===== config.mk =====
export PLATFORM = sky130hd
export DESIGN_NAME = per_channel_median_average_filter
export DESIGN_NICKNAME = d
export VERILOG_FILES = /design/src/design/pcmaf_pkg.sv /design/src/design/per_channel_median_average_filter.sv /design/src/design/pcmaf_front.sv /design/src/design/pcmaf_queue.sv /design/src/design/pcmaf_back.sv
export SDC_FILE = /design/constraint.sdc
export NUM_CORES = 2
export LEC_CHECK = 0
export BUFFER_PORTS_ARGS = -buffer_cell sky130_fd_sc_hd__buf_4
export CAP_MARGIN = 10
export CORE_MARGIN = 2
export CORE_UTILIZATION = 50
export CTS_BUF_LIST = sky130_fd_sc_hd__clkbuf_4 sky130_fd_sc_hd__clkbuf_8
export DETAILED_ROUTE_END_ITERATION = 10
export PLACE_DENSITY = 0.73
export SYNTH_ARGS = -nofsm -noshare
export SYNTH_HDL_FRONTEND = slang
export SYNTH_SLANG_ARGS = --single-unit

===== constraint.sdc =====
create_clock -name clk_i -period 20.3 [get_ports clk_i]
set_clock_uncertainty 0.1 [all_clocks]
set_input_delay 3.045 -clock clk_i [delete_from_list [all_inputs] [get_ports clk_i]]
set_output_delay 3.045 -clock clk_i [all_outputs]
set_load 0.01 [all_outputs]

===== src/design/pcmaf_pkg.sv =====
// shared types and constants of the per-channel median / average filter
// no dependencies
package pcmaf_pkg;

  localparam int CH_W       = 3;
  localparam int SAMPLE_W   = 12;
  localparam int MASK_W     = 6;
  localparam int CFG_IDX_W  = 2;
  localparam int IN_DATA_W  = 16;
  localparam int OUT_DATA_W = 16;
  localparam int OUT_USER_W = 2;

  localparam int CHANNELS_DEF = 6;
  localparam int WINDOW_DEF   = 5;
  localparam int QUEUE_DEPTH  = 2;

  localparam logic signed [SAMPLE_W-1:0] RESET_TEMP = 12'sd288;
  localparam logic signed [SAMPLE_W-1:0] TEMP_MIN   = -12'sd880;
  localparam logic signed [SAMPLE_W-1:0] TEMP_MAX   = 12'sd2000;

  localparam logic [MASK_W-1:0] AVG_MASK_RST  = 6'd16;
  localparam logic [MASK_W-1:0] PRES_MASK_RST = 6'd63;
  localparam logic [MASK_W-1:0] CRIT_MASK_RST = 6'd16;

  typedef enum logic [CFG_IDX_W-1:0] {
    CFG_AVERAGE  = 2'd0,
    CFG_PRESENT  = 2'd1,
    CFG_CRITICAL = 2'd2
  } cfg_idx_e;

  typedef enum logic [1:0] {
    ST_OK     = 2'd0,
    ST_LOST   = 2'd1,
    ST_CRIT   = 2'd2,
    ST_ABSENT = 2'd3
  } status_e;

  // classified request handed from front to back
  typedef struct packed {
    logic [CH_W-1:0]            channel;
    logic signed [SAMPLE_W-1:0] sample;
    status_e                    status;
    logic                       use_avg;
  } req_t;

endpackage


===== src/design/per_channel_median_average_filter.sv =====
// per-channel median-of-window / moving-average temperature filter, top level
// depends on pcmaf_pkg, pcmaf_front, pcmaf_queue, pcmaf_back
// throughput one sample per cycle unless result back-pressure fills the queue; a sample goes
// through the queue entry, then the ring update stage, then median / divide into the result register
// reset: masks to defaults, every ring entry 18 degrees, sums to window times that,
// write positions and queue cleared; no clearing pass, input ready as soon as reset drops
module per_channel_median_average_filter
  import pcmaf_pkg::*;
#(
  parameter int CHANNELS = CHANNELS_DEF,  // 1..6
  parameter int WINDOW   = WINDOW_DEF     // 3..9
) (
  input  logic                  clk_i,
  input  logic                  rst_ni,
  // configuration write port
  input  logic                  cfg_we_i,
  input  logic [CFG_IDX_W-1:0]  cfg_idx_i,
  input  logic [MASK_W-1:0]     cfg_data_i,
  // sample requests
  input  logic                  s_axis_tvalid,
  output logic                  s_axis_tready,
  input  logic [IN_DATA_W-1:0]  s_axis_tdata,   // channel[2:0], sample[14:3], pad[15]
  // filtered results
  output logic                  m_axis_tvalid,
  input  logic                  m_axis_tready,
  output logic [OUT_DATA_W-1:0] m_axis_tdata,   // out_channel[2:0], filtered[14:3], pad[15]
  output logic [OUT_USER_W-1:0] m_axis_tuser    // status[1:0]
);

  // front to queue
  logic push, queue_full;
  req_t front_req;

  // queue to back
  logic q_valid, q_pop;
  req_t q_data;

  // front classifies each request: absent, lost / critical, or ok with its filter choice
  pcmaf_front #(
    .CHANNELS (CHANNELS)
  ) u_front (
    .clk_i        (clk_i),
    .rst_ni       (rst_ni),
    .cfg_we_i     (cfg_we_i),
    .cfg_idx_i    (cfg_idx_i),
    .cfg_data_i   (cfg_data_i),
    .in_valid_i   (s_axis_tvalid),
    .in_data_i    (s_axis_tdata),
    .queue_full_i (queue_full),
    .in_ready_o   (s_axis_tready),
    .push_o       (push),
    .req_o        (front_req)
  );

  // two-entry queue lets the input side keep going while a result is stalled
  pcmaf_queue u_queue (
    .clk_i       (clk_i),
    .rst_ni      (rst_ni),
    .push_i      (push),
    .push_data_i (front_req),
    .full_o      (queue_full),
    .pop_i       (q_pop),
    .valid_o     (q_valid),
    .pop_data_o  (q_data)
  );

  // back owns all filter state; updates happen in order at pop time
  pcmaf_back #(
    .CHANNELS (CHANNELS),
    .WINDOW   (WINDOW)
  ) u_back (
    .clk_i       (clk_i),
    .rst_ni      (rst_ni),
    .q_valid_i   (q_valid),
    .q_data_i    (q_data),
    .q_pop_o     (q_pop),
    .out_valid_o (m_axis_tvalid),
    .out_ready_i (m_axis_tready),
    .out_data_o  (m_axis_tdata),
    .out_user_o  (m_axis_tuser)
  );

endmodule


===== src/design/pcmaf_front.sv =====
// front end: configuration registers and request classification
// depends on pcmaf_pkg
module pcmaf_front
  import pcmaf_pkg::*;
#(
  parameter int CHANNELS = CHANNELS_DEF
) (
  input  logic                  clk_i,
  input  logic                  rst_ni,
  input  logic                  cfg_we_i,
  input  logic [CFG_IDX_W-1:0]  cfg_idx_i,
  input  logic [MASK_W-1:0]     cfg_data_i,
  input  logic                  in_valid_i,
  input  logic [IN_DATA_W-1:0]  in_data_i,
  input  logic                  queue_full_i,
  output logic                  in_ready_o,
  output logic                  push_o,
  output req_t                  req_o
);

  localparam int CH_NUM = 2 ** CH_W;

  logic [MASK_W-1:0] avg_mask_q, pres_mask_q, crit_mask_q;
  logic [CH_NUM-1:0] avg_ext, pres_ext, crit_ext;
  logic [CH_W-1:0]   ch;
  logic signed [SAMPLE_W-1:0] smp;
  logic              ch_in_range;

  always_ff @(posedge clk_i or negedge rst_ni) begin
    if (!rst_ni) begin
      avg_mask_q  <= AVG_MASK_RST;
      pres_mask_q <= PRES_MASK_RST;
      crit_mask_q <= CRIT_MASK_RST;
    end else if (cfg_we_i) begin
      case (cfg_idx_i)
        CFG_AVERAGE:  avg_mask_q  <= cfg_data_i;
        CFG_PRESENT:  pres_mask_q <= cfg_data_i;
        CFG_CRITICAL: crit_mask_q <= cfg_data_i;
        default: ;
      endcase
    end
  end

  // masks widened so every 3-bit channel code has a bit, missing ones read 0
  assign avg_ext  = CH_NUM'(avg_mask_q);
  assign pres_ext = CH_NUM'(pres_mask_q);
  assign crit_ext = CH_NUM'(crit_mask_q);

  assign ch          = in_data_i[CH_W-1:0];
  assign smp         = signed'(in_data_i[CH_W +: SAMPLE_W]);
  assign ch_in_range = 32'(ch) < CHANNELS;

  always_comb begin
    req_o.channel = ch;
    req_o.sample  = smp;
    req_o.use_avg = avg_ext[ch];
    if (!ch_in_range || !pres_ext[ch]) begin
      req_o.status = ST_ABSENT;
    end else if (smp < TEMP_MIN || smp > TEMP_MAX) begin
      req_o.status = crit_ext[ch] ? ST_CRIT : ST_LOST;
    end else begin
      req_o.status = ST_OK;
    end
  end

  assign in_ready_o = !queue_full_i;
  assign push_o     = in_valid_i && !queue_full_i;

endmodule


===== src/design/pcmaf_queue.sv =====
// short request queue between front and back
// depends on pcmaf_pkg
module pcmaf_queue
  import pcmaf_pkg::*;
(
  input  logic clk_i,
  input  logic rst_ni,
  input  logic push_i,
  input  req_t push_data_i,
  output logic full_o,
  input  logic pop_i,
  output logic valid_o,
  output req_t pop_data_o
);

  localparam int PTR_W = (QUEUE_DEPTH > 1) ? $clog2(QUEUE_DEPTH) : 1;
  localparam int CNT_W = $clog2(QUEUE_DEPTH + 1);

  req_t             mem_q [QUEUE_DEPTH];
  logic [PTR_W-1:0] wr_ptr_q, rd_ptr_q;
  logic [CNT_W-1:0] count_q;

  function automatic logic [PTR_W-1:0] ptr_inc(input logic [PTR_W-1:0] p);
    return (p == PTR_W'(QUEUE_DEPTH - 1)) ? '0 : p + 1'b1;
  endfunction

  assign full_o     = count_q == CNT_W'(QUEUE_DEPTH);
  assign valid_o    = count_q != '0;
  assign pop_data_o = mem_q[rd_ptr_q];

  always_ff @(posedge clk_i or negedge rst_ni) begin
    if (!rst_ni) begin
      wr_ptr_q <= '0;
      rd_ptr_q <= '0;
      count_q  <= '0;
    end else begin
      if (push_i) wr_ptr_q <= ptr_inc(wr_ptr_q);
      if (pop_i)  rd_ptr_q <= ptr_inc(rd_ptr_q);
      if (push_i && !pop_i) begin
        count_q <= count_q + 1'b1;
      end else if (pop_i && !push_i) begin
        count_q <= count_q - 1'b1;
      end
    end
  end

  always_ff @(posedge clk_i) begin
    if (push_i) mem_q[wr_ptr_q] <= push_data_i;
  end

endmodule


===== src/design/pcmaf_back.sv =====
// back end: per-channel ring state, median select, rounded average, result register
// depends on pcmaf_pkg
module pcmaf_back
  import pcmaf_pkg::*;
#(
  parameter int CHANNELS = CHANNELS_DEF,
  parameter int WINDOW   = WINDOW_DEF
) (
  input  logic                  clk_i,
  input  logic                  rst_ni,
  input  logic                  q_valid_i,
  input  req_t                  q_data_i,
  output logic                  q_pop_o,
  output logic                  out_valid_o,
  input  logic                  out_ready_i,
  output logic [OUT_DATA_W-1:0] out_data_o,
  output logic [OUT_USER_W-1:0] out_user_o
);

  localparam int CW    = (CHANNELS > 1) ? $clog2(CHANNELS) : 1;
  localparam int PW    = $clog2(WINDOW);
  localparam int SUM_W = $clog2(WINDOW * (1 << (SAMPLE_W - 1))) + 1;
  localparam int DIV_K = SUM_W + 4;
  localparam int PROD_W = SUM_W + DIV_K;
  localparam int HALF  = WINDOW / 2;
  localparam logic [DIV_K-1:0] RECIP = DIV_K'(((1 << DIV_K) + WINDOW - 1) / WINDOW);
  localparam int PAD_W = OUT_DATA_W - CH_W - SAMPLE_W;

  // channel state
  logic signed [SAMPLE_W-1:0] med_ring_q [CHANNELS][WINDOW];
  logic signed [SAMPLE_W-1:0] avg_ring_q [CHANNELS][WINDOW];
  logic [PW-1:0]              med_pos_q  [CHANNELS];
  logic [PW-1:0]              avg_pos_q  [CHANNELS];
  logic signed [SUM_W-1:0]    sum_q      [CHANNELS];

  // update stage
  logic                       adv, do_upd;
  logic [CW-1:0]              ci;
  logic [PW-1:0]              pos, next_pos;
  logic signed [SAMPLE_W-1:0] old_val;
  logic signed [SAMPLE_W-1:0] new_row [WINDOW];
  logic signed [SUM_W-1:0]    sum_new;

  logic                       b1_valid_q;
  logic [CH_W-1:0]            b1_ch_q;
  status_e                    b1_status_q;
  logic                       b1_avg_q;
  logic signed [SAMPLE_W-1:0] b1_row_q [WINDOW];
  logic signed [SUM_W-1:0]    b1_sum_q;

  // result stage
  logic [PW-1:0]              rank [WINDOW];
  logic signed [SAMPLE_W-1:0] med_val, avg_val, filt;
  logic                       neg;
  logic [SUM_W-1:0]           mag, quo;
  logic [PROD_W-1:0]          prod;

  logic                       out_valid_q;
  logic [CH_W-1:0]            out_ch_q;
  logic signed [SAMPLE_W-1:0] out_filt_q;
  status_e                    out_status_q;

  assign adv     = !out_valid_q || out_ready_i;
  assign q_pop_o = q_valid_i && adv;
  assign do_upd  = q_pop_o && (q_data_i.status == ST_OK);
  assign ci      = CW'(q_data_i.channel);

  always_comb begin
    pos      = q_data_i.use_avg ? avg_pos_q[ci] : med_pos_q[ci];
    next_pos = (pos == PW'(WINDOW - 1)) ? '0 : pos + 1'b1;
    old_val  = avg_ring_q[ci][pos];
    for (int k = 0; k < WINDOW; k++) begin
      if (PW'(k) == pos) begin
        new_row[k] = q_data_i.sample;
      end else begin
        new_row[k] = q_data_i.use_avg ? avg_ring_q[ci][k] : med_ring_q[ci][k];
      end
    end
    sum_new = sum_q[ci] - SUM_W'(old_val) + SUM_W'(q_data_i.sample);
  end

  always_ff @(posedge clk_i or negedge rst_ni) begin
    if (!rst_ni) begin
      for (int c = 0; c < CHANNELS; c++) begin
        for (int k = 0; k < WINDOW; k++) begin
          med_ring_q[c][k] <= RESET_TEMP;
          avg_ring_q[c][k] <= RESET_TEMP;
        end
        med_pos_q[c] <= '0;
        avg_pos_q[c] <= '0;
        sum_q[c]     <= SUM_W'(RESET_TEMP) * SUM_W'(WINDOW);
      end
    end else if (do_upd) begin
      if (q_data_i.use_avg) begin
        avg_ring_q[ci][pos] <= q_data_i.sample;
        avg_pos_q[ci]       <= next_pos;
        sum_q[ci]           <= sum_new;
      end else begin
        med_ring_q[ci][pos] <= q_data_i.sample;
        med_pos_q[ci]       <= next_pos;
      end
    end
  end

  always_ff @(posedge clk_i or negedge rst_ni) begin
    if (!rst_ni) begin
      b1_valid_q <= 1'b0;
    end else if (adv) begin
      b1_valid_q <= q_pop_o;
    end
  end

  always_ff @(posedge clk_i) begin
    if (adv) begin
      b1_ch_q     <= q_data_i.channel;
      b1_status_q <= q_data_i.status;
      b1_avg_q    <= q_data_i.use_avg;
      b1_row_q    <= new_row;
      b1_sum_q    <= sum_new;
    end
  end

  // median: element whose stable rank is the middle one
  always_comb begin
    med_val = '0;
    for (int i = 0; i < WINDOW; i++) begin
      rank[i] = '0;
      for (int j = 0; j < WINDOW; j++) begin
        if (j != i) begin
          if (b1_row_q[j] < b1_row_q[i] || (b1_row_q[j] == b1_row_q[i] && j < i)) begin
            rank[i] = rank[i] + 1'b1;
          end
        end
      end
      if (rank[i] == PW'(HALF)) med_val = med_val | b1_row_q[i];
    end
  end

  // average: round half away from zero by reciprocal multiply on the magnitude
  always_comb begin
    neg     = b1_sum_q[SUM_W-1];
    mag     = (neg ? SUM_W'(-b1_sum_q) : SUM_W'(b1_sum_q)) + SUM_W'(HALF);
    prod    = PROD_W'(mag) * PROD_W'(RECIP);
    quo     = prod[PROD_W-1:DIV_K];
    avg_val = neg ? SAMPLE_W'(-quo) : SAMPLE_W'(quo);
    if (b1_status_q != ST_OK) begin
      filt = '0;
    end else begin
      filt = b1_avg_q ? avg_val : med_val;
    end
  end

  always_ff @(posedge clk_i or negedge rst_ni) begin
    if (!rst_ni) begin
      out_valid_q <= 1'b0;
    end else if (adv) begin
      out_valid_q <= b1_valid_q;
    end
  end

  always_ff @(posedge clk_i) begin
    if (adv) begin
      out_ch_q     <= b1_ch_q;
      out_filt_q   <= filt;
      out_status_q <= b1_status_q;
    end
  end

  assign out_valid_o = out_valid_q;
  assign out_data_o  = {PAD_W'(0), out_filt_q, out_ch_q};
  assign out_user_o  = out_status_q;

endmodule


==> results by group <==
Clocking
  – Clock network latency to the later pin of the worst-skew pair: 0.88 ns
  – Hold Buf Count CTS: 0
  – Clk slew on worst S/H paths: 0.06 ns
  – Master cell of the clock root buffer: sky130_fd_sc_hd__clkbuf_8
  – Number of levels the H-tree was split into: 4
  – TritonCTS Buffers: about 170
  – CTS tree: yes
  – Clock net sink count: ~1000
  – Number of buffers on the longest clock path: 3
  – Post-CTS Setup Inserts: 0
  – Cts repair resizes: 0

STA
  – Timing-limited maximum frequency: about 0.11 GHz
  – Worst slew pin tran: roughly 1.4 ns
  – Number of slew-limit violations in the final report: 0
  – Max-slew headroom: between 5 and 6%
  – Hold Fails Final Rpt: 0
  – Setup-violating endpoint count in the final report: 0
  – Setup repair after global routing missed its margin: false
  – Final period utilization: a little under half
  – Summed negative setup slack over all endpoints: 0 ns
  – Minimum clock period after layout: between 9 and 10 ns
  – Tightest hold margin: 0.321 ns

Global routing
  – GR Util All Layers: between 20 and 30%
  – Total overflow reported by the global router: 0
  – Grt met1 use: between 30% and 40%
  – Global-route met2 utilization: 43.8%
  – Number of antenna violations at the first check in global routing: 4
  – GR met3 Demand/Resource: ~7.1%
  – Wire length of the first global-routing pass: around 240000 um
  – Pin count of the biggest net entering global routing: between 150 and 200
  – Vias in the first global route: 41217
  – Most utilized layer in the global route result: met2

Detailed routing
  – Per-cell via count in the routed design: roughly 6
  – Final routed wirelength across all metal layers: roughly 160000 um
  – 1st-iter DRT viols: 4787
  – Routed vias: around 43000
  – Number of remaining DRC errors: 0
  – Post-DR wirelength/cell: between 20 and 25 um
  – Post-route antenna net violation count: 0
  – First-pass detailed-route iteration total: 6

Placement
  – I/O Buffers: 46
  – Weighted congestion at the end of routability-driven global placement: roughly 0.94
  – Detailed placer's ending HPWL: between 100000 and 150000 um
  – Placed cells: approximately 6800

Min path
  – Hold Path Stages: 0
  – HP Start: u_back.b1_ch_q[1]
  – Type of the most critical hold path: flip-flop to flip-flop
  – End point of the worst hold path: u_back.out_ch_q[1]

Die
  – Chip height: around 330 um
  – Number of top-level pins: 49
  – Core area: between 100000 and 150000 um^2
  – Initial Util: between 50% and 60%
  – Horizontal die dimension: between 300 and 400 um
  – DIE AREA: 107000 um^2
  – Placement row count: ~120

Layout
  – Share of layout cells above drive strength 1: between 10% and 20%
  – Final standard cell utilization of the core: between 50 and 60%
  – Fill cell total of the finished layout: about 9100
  – Nets: around 6000
  – Sequential cell area in the final layout: ~26000 um^2
  – Final cell count without fillers: ~7100
  – Synth-to-layout area growth: 9.39%
  – Area of the multi-input gates: about 24000 um^2

Logic synthesis
  – Register area share after synthesis: roughly half
  – Post-synthesis instance area: between 50000 and 60000 um^2
  – Fraction of registers with async set/reset: ~87%
  – Count of flip-flops with a built-in enable after synthesis: 134
  – Biggest area contributors in the synthesized netlist: sky130_fd_sc_hd__dfrtp_1 (34%), sky130_fd_sc_hd__nand2_1 (9.8%), sky130_fd_sc_hd__edfxtp_1 (7.7%), sky130_fd_sc_hd__dfstp_2 (7.6%), sky130_fd_sc_hd__ha_1 (6.3%)
  – Synth warn: 0
  – Number of distinct library cell variants in the gate-level netlist after synthesis: 87
  – Leading area contributor after synthesis: sky130_fd_sc_hd__dfrtp_1
  – Fraction of post-synthesis cell area in the top cell type by area: around 34%
  – Most used flip-flop cell after synthesis: sky130_fd_sc_hd__dfrtp_1
  – Synthesized area per cell: 9.16 um^2
  – Synth top cells by count: sky130_fd_sc_hd__nand2_1 (1374), sky130_fd_sc_hd__dfrtp_1 (718), sky130_fd_sc_hd__a21oi_1 (469)
  – Flip-flop and latch count after synthesis: between 1000 and 1500
  – Number of instances in the synthesized netlist: 5726
  – Number of nets produced by synthesis: between 6000 and 7000
  – Most used standard cell by instance count after synthesis: sky130_fd_sc_hd__nand2_1

Critical path
  – Category of the critical setup timing path: flip-flop to flip-flop
  – Startpoint of the lowest-slack register-to-register path: u_back.b1_sum_q[2]
  – CP Max Fanout: 8
  – Critical path launch point type: flip-flop
  – Worst path arrival time: 9.89 ns
  – Flop-to-flop setup slack: 10.90 ns
  – Reg2reg path depth: 27
  – Crit path capture type: flip-flop
  – Critical R2R Capture: u_back.out_filt_q[9]
  – Data required time of the critical path: between 20 and 25 ns

Run
  – Count of max-cap constraint violations: 0

Outcome
  – Outcome: completed
routing by layer:
layer	up-vias	share of wire [%]
li1	19641	-
met1	20686	42
met2	1916	44
met3	439	9.5
met4	2	5.1
met5	-	0.0090
cell usage in the layout (no fill, tap or decap), drive strengths merged, types with 11 or more instances in the layout:
cell	instances
nand2	1375
o21ai	757
dfrtp	718
a21oi	469
clkbuf	278
ha	266
nor2	266
inv	241
dfstp	152
edfxtp	134
buf	122
a22oi	118
nand3	76
a221oi	72
fa	72
mux2i	59
xnor2	45
nor3	44
nand4	40
mux2	32
a211oi	31
xor2	31
o22ai	27
nor2b	24
a31oi	24
a311oi	24
o221ai	23
a21o	22
nand2b	20
clkinv	17
a22o	11
and2	11
worst max-delay path, cell delays in order, from the launching register on:
cell	delay (ns)
sky130_fd_sc_hd__edfxtp_1	0.54
sky130_fd_sc_hd__or3_4	0.43
sky130_fd_sc_hd__o41ai_1	0.45
sky130_fd_sc_hd__xor2_1	0.20
sky130_fd_sc_hd__nor4_2	0.45
sky130_fd_sc_hd__or3b_1	0.45
sky130_fd_sc_hd__nor2_1	0.23
sky130_fd_sc_hd__xnor2_1	0.12
sky130_fd_sc_hd__ha_1	0.25
sky130_fd_sc_hd__fa_1	0.54
sky130_fd_sc_hd__inv_1	0.09
sky130_fd_sc_hd__fa_1	0.51
sky130_fd_sc_hd__fa_1	0.54
sky130_fd_sc_hd__inv_1	0.05
sky130_fd_sc_hd__fa_1	0.51
sky130_fd_sc_hd__fa_1	0.50
sky130_fd_sc_hd__ha_1	0.35
sky130_fd_sc_hd__a21oi_1	0.15
sky130_fd_sc_hd__o21ai_0	0.18
sky130_fd_sc_hd__o311a_1	0.37
sky130_fd_sc_hd__a311oi_2	0.39
sky130_fd_sc_hd__nand4_1	0.20
sky130_fd_sc_hd__a211o_1	0.35
sky130_fd_sc_hd__a21oi_1	0.34
sky130_fd_sc_hd__a21oi_1	0.14
sky130_fd_sc_hd__xnor2_1	0.16
sky130_fd_sc_hd__nor2_1	0.07
sky130_fd_sc_hd__a311oi_1	0.47
final cells by class:
type,instances,area share [%]
tap,1380,3.01
inverter,237,1.57
clock buffer,278,5.73
timing repair buffer,122,1.69
antenna,3,0.0131
sequential,1004,45.3
multi-input combinational,4085,42.3
clock inverter,31,0.421
through the flow:
| stage | cell area [um^2] | setup slack [ns] |
|---|---|---|
| after floorplan | 52400 | 11.88 |
| after global placement | 53800 | 11.08 |
| after detailed placement | 53800 | 10.98 |
| after CTS | 57400 | 10.97 |
| after global routing | 57400 | 10.29 |
| final | 57400 | 10.90 |
flip-flops by register name, summed over array words and instances, names as in the netlist, 3 cells and up:
register,flops
u_back.avg_pos_q,18
u_back.avg_ring_q,360
u_back.b1_ch_q,3
u_back.b1_row_q,60
u_back.b1_sum_q,15
u_back.med_pos_q,18
u_back.med_ring_q,360
u_back.out_ch_q,3
u_back.out_filt_q,12
u_back.sum_q,90
u_front.avg_mask_q,6
u_front.crit_mask_q,6
u_front.pres_mask_q,6
u_queue.mem_q,36
how the worst max path moves through the flow:
| stage | from | end | slack, ns |
|---|---|---|---|
| 6_report | u_back.b1_sum_q[2] | u_back.out_filt_q[9] | 10.90 |
| 5_1_grt | u_back.b1_sum_q[0] | u_back.out_filt_q[11] | 10.29 |
| 4_1_cts | u_back.b1_sum_q[2] | u_back.out_filt_q[9] | 10.97 |
| 3_5_place_dp | u_back.b1_sum_q[2] | u_back.out_filt_q[11] | 10.98 |
| 3_3_place_gp | u_back.b1_sum_q[0] | u_back.out_filt_q[9] | 11.08 |
| 2_1_floorplan | u_back.b1_sum_q[2] | u_back.out_filt_q[11] | 11.88 |
cells by family (layout without fill, tap and decap cells):
group | Yosys count | after routing | share of synthesized area (%)
adder cells (fa/ha/maj) | 338 | 338 | 9.09
flip-flops | 1004 | 1004 | 49.5
other | 1 | 4 | 0.00715
XOR/XNOR | 76 | 76 | 1.27
buffers and inverters | 637 | 668 | 4.76
AO/OA/AOI/OAI | 1670 | 1670 | 18.5
AND/OR/NAND/NOR | 1905 | 1905 | 14.8
multiplexers | 95 | 95 | 1.99
Power is not shown: default switching activity piles up to over one toggle a cycle in this logic, so the estimate is an artifact.
